==> config.mk <==
export PLATFORM = sky130hd
export DESIGN_NAME = bc1_bc3_texture_block_decoder
export DESIGN_NICKNAME = d
export VERILOG_FILES = /design/src/hw/rtl/bc13_pkg.sv /design/src/hw/rtl/bc13_front.sv /design/src/hw/rtl/bc13_queue.sv /design/src/hw/rtl/bc13_back.sv /design/src/hw/rtl/bc1_bc3_texture_block_decoder.sv
export SDC_FILE = /design/constraint.sdc
export NUM_CORES = 2
export LEC_CHECK = 0
export BUFFER_PORTS_ARGS = -buffer_cell sky130_fd_sc_hd__buf_2
export CORE_MARGIN = 4
export CORE_UTILIZATION = 40
export CTS_CLUSTER_SIZE = 20
export DETAILED_ROUTE_END_ITERATION = 10
export SYNTH_ARGS = -nofsm -noshare
export SYNTH_HDL_FRONTEND = slang
export SYNTH_SLANG_ARGS = --single-unit
==> constraint.sdc <==
create_clock -name clk -period 52.2 [get_ports clk]
set_input_delay 2.61 -clock clk [delete_from_list [all_inputs] [get_ports clk]]
set_output_delay 2.61 -clock clk [all_outputs]
set_load 0.01 [all_outputs]
==> src/hw/rtl/bc13_pkg.sv <==
// bc13_pkg: shared types, constants and arithmetic helpers for the bc1/bc3 block decoder
// no dependencies; used by every module under hw/rtl

package bc13_pkg;

    // configuration register indexes
    localparam int CFG_IDX_W  = 2;
    localparam int CFG_DATA_W = 13;
    localparam logic [CFG_IDX_W-1:0] REG_MODE        = 2'd0;
    localparam logic [CFG_IDX_W-1:0] REG_IMAGE_WIDTH = 2'd1;

    // register widths and reset values
    localparam int                  WIDTH_W           = 13;
    localparam logic [WIDTH_W-1:0]  IMAGE_WIDTH_RESET = 13'd4096;
    localparam int                  DEFAULT_MAX_DIM   = 4096;

    // decode modes
    localparam logic MODE_BC1 = 1'b0;
    localparam logic MODE_BC3 = 1'b1;

    // special alpha codes of the six-level palette
    localparam logic [2:0] ALPHA_CODE_ZERO = 3'd6;
    localparam logic [2:0] ALPHA_CODE_FULL = 3'd7;
    localparam logic [7:0] ALPHA_OPAQUE    = 8'hFF;

    // queue between front and back
    localparam int QUEUE_DEPTH = 2;
    localparam int QPTR_W      = 1;

    // one compressed block as it arrives
    typedef struct packed {
        logic [63:0] alpha_half;
        logic [63:0] color_half;
        logic [11:0] block_x;
        logic [11:0] block_y;
    } blk_t;

    // one decoded pixel as it leaves
    typedef struct packed {
        logic [11:0] pixel_x;
        logic [11:0] pixel_y;
        logic [31:0] rgba;
        logic        inside_res;
        logic        last;
    } pix_t;

    // a classified block with its palettes, ready for pixel emission
    typedef struct packed {
        logic [3:0][23:0] col_pal;
        logic [7:0][7:0]  alpha_pal;
        logic [31:0]      col_idx;
        logic [47:0]      alpha_idx;
        logic [11:0]      block_x;
        logic [11:0]      block_y;
    } qent_t;

    // 5-bit channel to 8 bits with rounding
    function automatic logic [7:0] widen5(input logic [4:0] v);
        logic [12:0] t;
        logic [12:0] s;
        t = 13'(v) * 13'd255 + 13'd16;
        s = (t >> 5) + t;
        return s[12:5];
    endfunction

    // 6-bit channel to 8 bits with rounding
    function automatic logic [7:0] widen6(input logic [5:0] v);
        logic [13:0] t;
        logic [13:0] s;
        t = 14'(v) * 14'd255 + 14'd32;
        s = (t >> 6) + t;
        return s[13:6];
    endfunction

    // x / 3 for x below 1024 by reciprocal multiply
    function automatic logic [7:0] div3(input logic [9:0] x);
        logic [19:0] p;
        p = 20'(x) * 20'd683;
        return p[18:11];
    endfunction

    // alpha level for one 3-bit code
    function automatic logic [7:0] alpha_level(input logic [7:0] a0, input logic [7:0] a1,
                                               input logic [2:0] code);
        logic [3:0]  w0_7;
        logic [3:0]  w1;
        logic [3:0]  w0_5;
        logic [10:0] s7;
        logic [10:0] s5;
        logic [21:0] p7;
        logic [21:0] p5;
        logic [7:0]  r;
        w0_7 = 4'd8 - {1'b0, code};
        w1   = {1'b0, code} - 4'd1;
        w0_5 = 4'd6 - {1'b0, code};
        s7 = 11'(w0_7) * 11'(a0) + 11'(w1) * 11'(a1);
        s5 = 11'(w0_5) * 11'(a0) + 11'(w1) * 11'(a1);
        // divide by 7 and by 5 through reciprocals
        p7 = 22'(s7) * 22'd2341;
        p5 = 22'(s5) * 22'd3277;
        if (code == 3'd0)
            r = a0;
        else if (code == 3'd1)
            r = a1;
        else if (a0 > a1)
            r = p7[21:14];
        else if (code == ALPHA_CODE_ZERO)
            r = 8'd0;
        else if (code == ALPHA_CODE_FULL)
            r = ALPHA_OPAQUE;
        else
            r = p5[21:14];
        return r;
    endfunction

endpackage

==> src/hw/rtl/bc13_front.sv <==
// bc13_front: accepts compressed blocks, widens endpoints and builds colour and alpha palettes
// depends on bc13_pkg

module bc13_front (
    input  logic              clk,
    input  logic              rst_n,
    input  logic              mode,
    input  logic              blk_valid,
    output logic              blk_ready,
    input  bc13_pkg::blk_t    blk,
    output logic              push_valid,
    input  logic              push_ready,
    output bc13_pkg::qent_t   push_data
);

    // stage a: raw block
    logic            a_valid_reg;
    bc13_pkg::blk_t  a_blk_reg;
    logic            a_mode_reg;

    // stage b: widened endpoints
    logic            b_valid_reg;
    logic [2:0][7:0] b_e0_reg;
    logic [2:0][7:0] b_e1_reg;
    logic            b_four_reg;
    logic            b_mode_reg;
    logic [7:0]      b_a0_reg;
    logic [7:0]      b_a1_reg;
    logic [31:0]     b_col_idx_reg;
    logic [47:0]     b_alpha_idx_reg;
    logic [11:0]     b_x_reg;
    logic [11:0]     b_y_reg;

    logic            b_ready;
    logic            a_adv;
    logic [15:0]     c0;
    logic [15:0]     c1;
    logic [2:0][7:0] e0_next;
    logic [2:0][7:0] e1_next;
    logic            four_next;

    assign b_ready    = !b_valid_reg || push_ready;
    assign a_adv      = a_valid_reg && b_ready;
    assign blk_ready  = !a_valid_reg || b_ready;
    assign push_valid = b_valid_reg;

    // endpoint expansion from rgb565
    always_comb
    begin
        c0 = a_blk_reg.color_half[15:0];
        c1 = a_blk_reg.color_half[31:16];
        e0_next[0] = bc13_pkg::widen5(c0[15:11]);
        e0_next[1] = bc13_pkg::widen6(c0[10:5]);
        e0_next[2] = bc13_pkg::widen5(c0[4:0]);
        e1_next[0] = bc13_pkg::widen5(c1[15:11]);
        e1_next[1] = bc13_pkg::widen6(c1[10:5]);
        e1_next[2] = bc13_pkg::widen5(c1[4:0]);
        four_next  = (a_mode_reg == bc13_pkg::MODE_BC3) || (c0 > c1);
    end

    // stage valid flags
    always_ff @(posedge clk or negedge rst_n)
    begin
        if (!rst_n)
        begin
            a_valid_reg <= 1'b0;
            b_valid_reg <= 1'b0;
        end
        else
        begin
            if (blk_ready)
                a_valid_reg <= blk_valid;
            if (b_ready)
                b_valid_reg <= a_valid_reg;
        end
    end

    // stage payloads
    always_ff @(posedge clk)
    begin
        if (blk_valid && blk_ready)
        begin
            a_blk_reg  <= blk;
            a_mode_reg <= mode;
        end
        if (a_adv)
        begin
            b_e0_reg        <= e0_next;
            b_e1_reg        <= e1_next;
            b_four_reg      <= four_next;
            b_mode_reg      <= a_mode_reg;
            b_a0_reg        <= a_blk_reg.alpha_half[7:0];
            b_a1_reg        <= a_blk_reg.alpha_half[15:8];
            b_col_idx_reg   <= a_blk_reg.color_half[63:32];
            b_alpha_idx_reg <= a_blk_reg.alpha_half[63:16];
            b_x_reg         <= a_blk_reg.block_x;
            b_y_reg         <= a_blk_reg.block_y;
        end
    end

    // palette construction
    always_comb
    begin
        logic [9:0] s2;
        logic [9:0] s3;
        logic [8:0] sm;
        push_data = '0;
        for (int k = 0; k < 3; k++)
        begin
            s2 = 10'({b_e0_reg[k], 1'b0}) + 10'(b_e1_reg[k]);
            s3 = 10'(b_e0_reg[k]) + 10'({b_e1_reg[k], 1'b0});
            sm = 9'(b_e0_reg[k]) + 9'(b_e1_reg[k]);
            push_data.col_pal[0][23-8*k -: 8] = b_e0_reg[k];
            push_data.col_pal[1][23-8*k -: 8] = b_e1_reg[k];
            if (b_four_reg)
            begin
                push_data.col_pal[2][23-8*k -: 8] = bc13_pkg::div3(s2);
                push_data.col_pal[3][23-8*k -: 8] = bc13_pkg::div3(s3);
            end
            else
            begin
                push_data.col_pal[2][23-8*k -: 8] = sm[8:1];
                push_data.col_pal[3][23-8*k -: 8] = 8'd0;
            end
        end
        // bc1 alpha is always opaque
        for (int c = 0; c < 8; c++)
        begin
            if (b_mode_reg == bc13_pkg::MODE_BC3)
                push_data.alpha_pal[c] = bc13_pkg::alpha_level(b_a0_reg, b_a1_reg, 3'(c));
            else
                push_data.alpha_pal[c] = bc13_pkg::ALPHA_OPAQUE;
        end
        push_data.col_idx   = b_col_idx_reg;
        push_data.alpha_idx = b_alpha_idx_reg;
        push_data.block_x   = b_x_reg;
        push_data.block_y   = b_y_reg;
    end

endmodule

==> src/hw/rtl/bc13_queue.sv <==
// bc13_queue: short register queue decoupling the front from the pixel emitter
// depends on bc13_pkg

module bc13_queue (
    input  logic              clk,
    input  logic              rst_n,
    input  logic              push_valid,
    output logic              push_ready,
    input  bc13_pkg::qent_t   push_data,
    output logic              pop_valid,
    input  logic              pop_ready,
    output bc13_pkg::qent_t   pop_data
);

    bc13_pkg::qent_t               mem_reg [bc13_pkg::QUEUE_DEPTH];
    logic [bc13_pkg::QPTR_W-1:0]   wr_ptr_reg;
    logic [bc13_pkg::QPTR_W-1:0]   rd_ptr_reg;
    logic [bc13_pkg::QPTR_W:0]     count_reg;
    logic [bc13_pkg::QPTR_W:0]     count_next;
    logic                          do_push;
    logic                          do_pop;

    assign push_ready = (count_reg != (bc13_pkg::QPTR_W+1)'(bc13_pkg::QUEUE_DEPTH));
    assign pop_valid  = (count_reg != '0);
    assign pop_data   = mem_reg[rd_ptr_reg];
    assign do_push    = push_valid && push_ready;
    assign do_pop     = pop_valid && pop_ready;

    // occupancy
    always_comb
    begin
        count_next = count_reg;
        if (do_push && !do_pop)
            count_next = count_reg + 1'b1;
        else if (do_pop && !do_push)
            count_next = count_reg - 1'b1;
    end

    // pointers and count
    always_ff @(posedge clk or negedge rst_n)
    begin
        if (!rst_n)
        begin
            wr_ptr_reg <= '0;
            rd_ptr_reg <= '0;
            count_reg  <= '0;
        end
        else
        begin
            if (do_push)
                wr_ptr_reg <= wr_ptr_reg + 1'b1;
            if (do_pop)
                rd_ptr_reg <= rd_ptr_reg + 1'b1;
            count_reg <= count_next;
        end
    end

    // entry storage
    always_ff @(posedge clk)
    begin
        if (do_push)
            mem_reg[wr_ptr_reg] <= push_data;
    end

endmodule

==> src/hw/rtl/bc13_back.sv <==
// bc13_back: walks a classified block and emits its sixteen pixels through an output register
// depends on bc13_pkg

module bc13_back #(
    parameter int MAX_DIM = bc13_pkg::DEFAULT_MAX_DIM
) (
    input  logic                          clk,
    input  logic                          rst_n,
    input  logic [bc13_pkg::WIDTH_W-1:0]  image_width,
    input  logic                          pop_valid,
    output logic                          pop_ready,
    input  bc13_pkg::qent_t               pop_data,
    output logic                          pix_valid,
    input  logic                          pix_ready,
    output bc13_pkg::pix_t                pix
);

    localparam int DimW = $clog2(MAX_DIM + 1);
    localparam int CmpW = (DimW > bc13_pkg::WIDTH_W) ? DimW : bc13_pkg::WIDTH_W;

    bc13_pkg::qent_t  cur_reg;
    logic             busy_reg;
    logic             busy_next;
    logic [3:0]       cnt_reg;
    logic [3:0]       cnt_next;
    logic             pix_valid_reg;
    bc13_pkg::pix_t   pix_reg;
    bc13_pkg::pix_t   pix_next;
    logic             issue;
    logic             load;
    logic             at_end;
    logic [CmpW-1:0]  eff_width;
    logic [CmpW-1:0]  img_ext;
    logic [CmpW-1:0]  max_ext;

    // effective clipping width
    assign img_ext   = CmpW'(image_width);
    assign max_ext   = CmpW'(MAX_DIM);
    assign eff_width = (img_ext > max_ext) ? max_ext : img_ext;

    // issue and refill control
    assign at_end    = (cnt_reg == 4'd15);
    assign issue     = busy_reg && (!pix_valid_reg || pix_ready);
    assign load      = pop_valid && (!busy_reg || (issue && at_end));
    assign pop_ready = load;
    assign pix_valid = pix_valid_reg;
    assign pix       = pix_reg;

    always_comb
    begin
        busy_next = busy_reg;
        cnt_next  = cnt_reg;
        if (load)
        begin
            busy_next = 1'b1;
            cnt_next  = 4'd0;
        end
        else if (issue)
        begin
            cnt_next = cnt_reg + 4'd1;
            if (at_end)
                busy_next = 1'b0;
        end
    end

    // pixel for the current position
    always_comb
    begin
        logic [1:0]  ci;
        logic [2:0]  ac;
        logic [12:0] sx;
        ci = cur_reg.col_idx[{cnt_reg, 1'b0} +: 2];
        ac = cur_reg.alpha_idx[6'(cnt_reg) * 6'd3 +: 3];
        sx = 13'(cur_reg.block_x) + 13'(cnt_reg[1:0]);
        pix_next.pixel_x    = sx[11:0];
        pix_next.pixel_y    = cur_reg.block_y + 12'(cnt_reg[3:2]);
        pix_next.rgba       = {cur_reg.col_pal[ci], cur_reg.alpha_pal[ac]};
        pix_next.inside_res = (CmpW'(sx) < eff_width);
        pix_next.last       = at_end;
    end

    // control registers
    always_ff @(posedge clk or negedge rst_n)
    begin
        if (!rst_n)
        begin
            busy_reg      <= 1'b0;
            cnt_reg       <= 4'd0;
            pix_valid_reg <= 1'b0;
        end
        else
        begin
            busy_reg <= busy_next;
            cnt_reg  <= cnt_next;
            if (issue)
                pix_valid_reg <= 1'b1;
            else if (pix_ready)
                pix_valid_reg <= 1'b0;
        end
    end

    // payload registers
    always_ff @(posedge clk)
    begin
        if (load)
            cur_reg <= pop_data;
        if (issue)
            pix_reg <= pix_next;
    end

endmodule

==> src/hw/rtl/bc1_bc3_texture_block_decoder.sv <==
// bc1_bc3_texture_block_decoder: top level of the bc1/bc3 4x4 block decoder
// depends on bc13_pkg, bc13_front, bc13_queue, bc13_back
//
// usage
// - blk channel (blk_valid/blk_ready/blk) takes one compressed 4x4 block and its
//   top-left coordinates per request
// - pix channel (pix_valid/pix_ready/pix) returns sixteen pixels per block in
//   row-major order, last set on the sixteenth
// - cfg channel (cfg_valid/cfg_ready/cfg_index/cfg_data) writes mode and image
//   width; cfg_ready is always high, writes are meant for idle periods only
// - the first pixel of a block passes through the two front stages, the queue,
//   the current-block register of the back end and the output register
// - throughput: one pixel per cycle while pix_ready is high, set by the single
//   pixel emitter in the back end; blocks follow each other with no gap
// - a two-entry queue lets the front keep taking requests while the emitter
//   works through a block
// - reset: mode returns to bc1, image width to 4096, all pipelines empty
// - when the receiver holds pix_ready low the output register keeps its pixel,
//   the emitter stops and the queue and front fill up before blk_ready drops

module bc1_bc3_texture_block_decoder #(
    parameter int MAX_DIM = bc13_pkg::DEFAULT_MAX_DIM
) (
    input  logic                            clk,
    input  logic                            rst_n,
    input  logic                            cfg_valid,
    output logic                            cfg_ready,
    input  logic [bc13_pkg::CFG_IDX_W-1:0]  cfg_index,
    input  logic [bc13_pkg::CFG_DATA_W-1:0] cfg_data,
    input  logic                            blk_valid,
    output logic                            blk_ready,
    input  bc13_pkg::blk_t                  blk,
    output logic                            pix_valid,
    input  logic                            pix_ready,
    output bc13_pkg::pix_t                  pix
);

    logic                          mode_reg;
    logic [bc13_pkg::WIDTH_W-1:0]  image_width_reg;
    logic                          push_valid;
    logic                          push_ready;
    bc13_pkg::qent_t               push_data;
    logic                          pop_valid;
    logic                          pop_ready;
    bc13_pkg::qent_t               pop_data;

    assign cfg_ready = 1'b1;

    // configuration registers
    always_ff @(posedge clk or negedge rst_n)
    begin
        if (!rst_n)
        begin
            mode_reg        <= bc13_pkg::MODE_BC1;
            image_width_reg <= bc13_pkg::IMAGE_WIDTH_RESET;
        end
        else if (cfg_valid && cfg_ready)
        begin
            unique case (cfg_index)
                bc13_pkg::REG_MODE:        mode_reg <= cfg_data[0];
                bc13_pkg::REG_IMAGE_WIDTH: image_width_reg <= cfg_data;
                default: ;
            endcase
        end
    end

    // block classification and palette build
    bc13_front u_front (
        .clk        (clk),
        .rst_n      (rst_n),
        .mode       (mode_reg),
        .blk_valid  (blk_valid),
        .blk_ready  (blk_ready),
        .blk        (blk),
        .push_valid (push_valid),
        .push_ready (push_ready),
        .push_data  (push_data)
    );

    // decoupling queue
    bc13_queue u_queue (
        .clk        (clk),
        .rst_n      (rst_n),
        .push_valid (push_valid),
        .push_ready (push_ready),
        .push_data  (push_data),
        .pop_valid  (pop_valid),
        .pop_ready  (pop_ready),
        .pop_data   (pop_data)
    );

    // pixel emission
    bc13_back #(
        .MAX_DIM (MAX_DIM)
    ) u_back (
        .clk         (clk),
        .rst_n       (rst_n),
        .image_width (image_width_reg),
        .pop_valid   (pop_valid),
        .pop_ready   (pop_ready),
        .pop_data    (pop_data),
        .pix_valid   (pix_valid),
        .pix_ready   (pix_ready),
        .pix         (pix)
    );

endmodule
After elaboration in Yosys (flattened, before gate mapping)
Memories as Yosys holds them, arrays and structs flattened. A register that Yosys moved wholly into a read port is not among the register bits.
Cells that the tools add are included.
{ "totals": {"regBits": 407, "rom_bits": 0, "latchBits": 0, "output_inout_bits": 61, "ramBits": 528, "wordCells": 178, "mem_count": 1, "input_bits": 172} }
{ "op_classes": {"n_mux": 36, "add_sub_neg": 38, "bitwise_logic": 0, "order_cmp": 6, "div_mod_pow": 0, "shift": 2, "n_eq_ne": 3, "reduce_logical": 29, "mul": 29} }
{ "mem_list": {"columns": ["name", "words", "word_bits", "rd", "rd_ports_with_merged_regs", "write_ports", "line_no", "rtl"], "rows": [
  ["u_queue.mem_reg", 2, 264, 1, 1, 1, "bc13_queue.sv:15", "bc13_pkg::qent_t mem_reg [bc13_pkg::QUEUE_DEPTH];"]
]} }
{ "ops": {"columns": ["cell", "count"], "rows": [
  ["multiplier 11 x 12 -> 22 bit (second input constant)", 10],
  ["two-way mux 8 bit", 21],
  ["multiplier 10 x 10 -> 19 bit (second input constant)", 6],
  ["adder 13 x 5 -> 13 bit (second input constant)", 4],
  ["adder 8 x 13 -> 13 bit", 4],
  ["multiplier 5 x 8 -> 13 bit (second input constant)", 4],
  ["binary-select mux 24 bit (select 2 bit)", 1],
  ["variable part select 48 x 7 -> 3 bit", 1],
  ["multiplier 2 x 8 -> 10 bit (first input constant)", 4],
  ["variable part select 32 x 6 -> 2 bit", 1],
  ["adder 8 x 9 -> 10 bit", 3],
  ["adder 9 x 8 -> 10 bit", 3],
  ["adder 14 x 6 -> 14 bit (second input constant)", 2],
  ["adder 8 x 14 -> 14 bit", 2],
  ["multiplier 6 x 8 -> 14 bit (second input constant)", 2],
  ["adder 8 x 8 -> 9 bit", 3],
  ["binary-select mux 8 bit (select 3 bit)", 1],
  ["two-way mux 24 bit", 1],
  ["adder 10 x 10 -> 11 bit", 2],
  ["multiplier 3 x 8 -> 11 bit (first input constant)", 2],
  ["> comparator 16 bit", 1],
  ["adder 12 x 2 -> 13 bit", 1],
  ["> comparator 13 bit (second input constant)", 1],
  ["< comparator 13 bit", 1],
  ["other kinds (30)", 62]
]} }

Logic depth before layout (Yosys ltp)
{ "depth": {"word_depth": 10, "ltp_mapped": 33, "ltp_nobuf": 33} }

Modules after synthesis
Synthesis repeated with hierarchy kept, for this count alone.
{ "hier_totals": {"cells_unflattened": 6115, "area_unflattened_um2": 82650.5} }
{ "modules_own_cells": {"columns": ["module", "instances", "seq_area_each_um2", "area_each_um2", "cells_per_inst"], "rows": [
  ["bc13_front", 1, 9749.4, 49613.8, 4577],
  ["bc13_queue", 1, 15955.3, 19342.3, 839],
  ["bc13_back", 1, 9819.4, 13097.6, 666],
  ["bc1_bc3_texture_block_decoder", 1, 351.6, 596.8, 33]
]} }

Worst setup path before layout
No wires, ideal clock.
{ "synth_path": {"path_kind": "input-to-reg", "start": "input pix_ready", "end": "register u_queue.count_reg[1] in the netlist's numbering", "setup_ns": 0.079, "stages": 10, "required_ns": 52.121, "setup_slack_ns": 32.876, "path_buffers": 1, "arrival_ns": 19.245, "cell_sequence": "nand2b_1 > and2_1 > clkbuf_1 > nand2_1 > a21oi_1 > inv_1 > ha_1 > xor2_1 > nor2_1 > xor2_1"} }
{ "synth_between": {"elab_chain_cells": 9, "word_cells_on_any_way": 11, "cone_classes": "mux (1); reduce/logical (10)"} }
{ "synth_lines": {"columns": ["item", "line_no", "rtl"], "rows": [
  ["start, declared", "bc1_bc3_texture_block_decoder.sv:34", "input logic pix_ready,"],
  ["logical OR 1 bit (*)", "bc13_back.sv:43", "assign issue = busy_reg && (!pix_valid_reg || pix_ready);"],
  ["logical AND 1 bit (*)", "bc13_back.sv:43", null],
  ["net u_back.issue", "bc13_back.sv:29", "logic issue;"],
  ["logical AND 1 bit (*)", "bc13_back.sv:44", "assign load = pop_valid && (!busy_reg || (issue && at_end));"],
  ["logical OR 1 bit (*)", "bc13_back.sv:44", null],
  ["logical AND 1 bit (*)", "bc13_back.sv:44", null],
  ["net pop_ready", "bc1_bc3_texture_block_decoder.sv:44", "logic pop_ready;"],
  ["logical AND 1 bit (*)", "bc13_queue.sv:27", "assign do_pop = pop_valid && pop_ready;"],
  ["zero test 1 bit", "bc13_queue.sv:33", "if (do_push && !do_pop)"],
  ["logical AND 1 bit", "bc13_queue.sv:33", null],
  ["two-way mux 2 bit / nonzero test 2 bit (equally long branches)", null, null],
  ["end signal, assigned", "bc13_queue.sv:54", "count_reg <= count_next;"],
  ["end, declared", "bc13_queue.sv:18", "logic [bc13_pkg::QPTR_W:0] count_reg;"]
]} }
Mark *: on every way through the listed nets, which the timed path passes. The rest lies on a longest branch.
A chain may end at the register's enable or synchronous reset.

==> results_dict.tcl <==
set metrics [dict create \
    cap_viol_max_count 0 \
    crit_path_end_kind "flop" \
    status "finished, final reports clean" \
    vias_per_cell 5.05 \
    ant_nets 0 \
    die_h_um 461 \
    tightestPinTransition_ns 1.16 \
    synth_top_area_share_pct 42.9 \
    slowest_stage "edfxtp_1" \
    synthCells 6106 \
    grt_pass1_wl_mm 283 \
    place_area_um2 86700 \
    min_period_over_period_pct 17.7 \
    cts_buffer_depth 3 \
    hold_start "u_front.a_blk_reg[12]" \
    dieWidth_um 461 \
    portBuffers 231 \
    r2r-start "u_front.b_a0_reg[1]" \
    syn_area_um2 82100 \
    nets 8456 \
    syn_avg_cell_area_um2 13.4 \
    holdBufCountCts 0 \
    vias 46700 \
    crit_top_cell "fa_1" \
    cts_buffers 135 \
    crit_type "reg -> reg" \
    synth_edf_count 1173 \
    clock_latency_ns 0.80 \
    cts_sinks 1199 \
    synth_area_leaders "edfxtp_1, ha_1, fa_1, inv_1, mux2_2" \
    finalSetupTns_ns 0 \
    worst-path-max-fanout 16 \
    core_area_um2 204000 \
    drive_gt1_share_pct 12.8 \
    setup_ws_ns 42.96 \
    ys_types 80 \
    drtIter0Drc 2560 \
    area_delta_synth_final_pct 11.1 \
    die_area_um2 213000 \
    avgRoutedWirePerCell_um 19.5 \
    ios 233 \
    cp.required_ns 52.79 \
    gp_congestion 0.844 \
    clk_pin_slew_ns 0.06 \
    grtUsageTotal_pct 17.2 \
    yosys_warnings 0 \
    place.detailed.hpwl_mm 136 \
    final_util_pct 44.6 \
    start_kind "flop" \
    ys_seq_area_share_pct 43.7 \
    drc_errors 0 \
    synth_most_common_cell "ha_1" \
    synth_common_cells "ha_1, edfxtp_1, inv_1, fa_1, mux2_2" \
    synth_top_area_cell "edfxtp_1" \
    arrival_ns 9.83 \
    finalWirelength_mm 180 \
    min_path_type "reg -> reg" \
    cts_setup_buffers 0 \
    cts-root-buf "clkbuf_16" \
    clock.fmax_ghz 0.108 \
    synth_ff_type "edfxtp_1" \
    hold_violations 0 \
    htreeDepth 4 \
    startpoint "u_front.b_a0_reg[1]" \
    start_util_pct 40.2 \
    grt_pass1_vias 49500 \
    row_count 166 \
    syn_nets 8117 \
    rsz0062_at_grt "no" \
    final_cell_area_um2 91200 \
    setup_viol 0 \
    grt_max_degree 149 \
    place_ws_ns 43.06 \
    largest_register_ffs 528 \
    synth_seq_cells 1199 \
    drv_slew 0 \
    tritoncts "yes" \
    antenna_found_initial 35 \
    timing.slew.headroom_pct 22.4 \
    max_stage_delay_ns 0.77 \
    overflow 0 \
    async_flop_share_pct 2.17 \
    layout_min_cycle_time_ns 9.24 \
    fin_skew_ns 0.0556 \
    ctsResizeCount 0 \
    dr.pass1.iters 5 \
]
-- kinds of logic (layout without fill, tap and decap cells) --
group | Yosys count | after routing | synth area share (%)
xor+xnor | 402 | 402 | 4.31
fa+ha+maj | 1839 | 1839 | 32.3
simple gates | 593 | 593 | 3.52
compound gates | 717 | 717 | 5.66
mux | 358 | 358 | 5.89
buf+inv | 997 | 1443 | 4.61
other cells | 1 | 11 | 0.00457
flops | 1199 | 1199 | 43.7
-- stage by stage --
step,hold WS (ns),instances
finish,0.409,9250
global route,0.412,9241
CTS,0.406,9240
detailed placement,0.405,8996
global placement,0.402,8996
floorplan,0.400,6106
-- final cells by class --
class,instances,area (um2)
Fill cell,18400,113000
Multi-Input combinational cell,3910,42500
Sequential cell,1199,35900
Clock buffer,166,3520
Inverter,931,3490
Tap cell,2688,3360
Timing Repair Buffer,268,1470
Clock inverter,78,968
Antenna cell,10,25.0
-- worst paths after layout --
kind / slack (ns) / depth (start not counted) / to
worst max-delay path: 42.96 / 28 / u_queue.mem_reg[1][135]
worst min-delay path: 0.41 / 0 / u_front.b_x_reg[0]
worst max register to register: 42.96 / 28 / u_queue.mem_reg[1][135]
worst min register to register: 0.41 / 0 / u_front.b_x_reg[0]
max in group asynchronous: 49.88 / 1 / u_queue.rd_ptr_reg
min in group asynchronous: 1.84 / 1 / image_width_reg[10]
-- critical path: cells and delay by family (launching register included) --
kind / cells / cell delay [ns]
fa+ha+maj: 9 / 3.96
compound gates: 12 / 2.81
buf+inv: 2 / 0.11
flops: 1 / 0.77
xor+xnor: 3 / 1.16
simple gates: 2 / 0.21
-- per-layer routing --
| metal | share of wire, % | up-vias | track usage (%) | wire length, um |
|---|---|---|---|---|
| met5 | 0.087 | - | 0 | 157 |
| met4 | 2.0 | 26 | 3.88 | 3570 |
| met3 | 4.7 | 234 | 3.14 | 8540 |
| met2 | 47 | 755 | 28.5 | 84500 |
| met1 | 46 | 23300 | 23.5 | 83300 |
| li1 | - | 22500 | - | - |
-- cell usage in the layout, fill, tap and decap left out, types with 21 or more instances in the layout --
master / count
xor2_1: 138
buf_2: 231
a211oi_1: 21
ha_1: 1370
buf_4: 34
nand3_1: 47
a21o_1: 79
o21bai_1: 74
clkbuf_1: 30
nor3_1: 55
clkbuf_16: 136
clkinv_1: 24
edfxtp_1: 1173
mux2_2: 292
inv_1: 929
a21oi_1: 230
nand2_1: 155
nor2_1: 139
nor2b_1: 43
dfrtp_1: 23
o21ai_0: 116
and2_1: 26
fa_1: 469
and3_1: 24
nand2b_1: 27
o21a_1: 40
mux4_2: 46
xnor2_1: 263
Power is not shown: default switching activity piles up to over one toggle a cycle in this logic, so the estimate is an artifact.
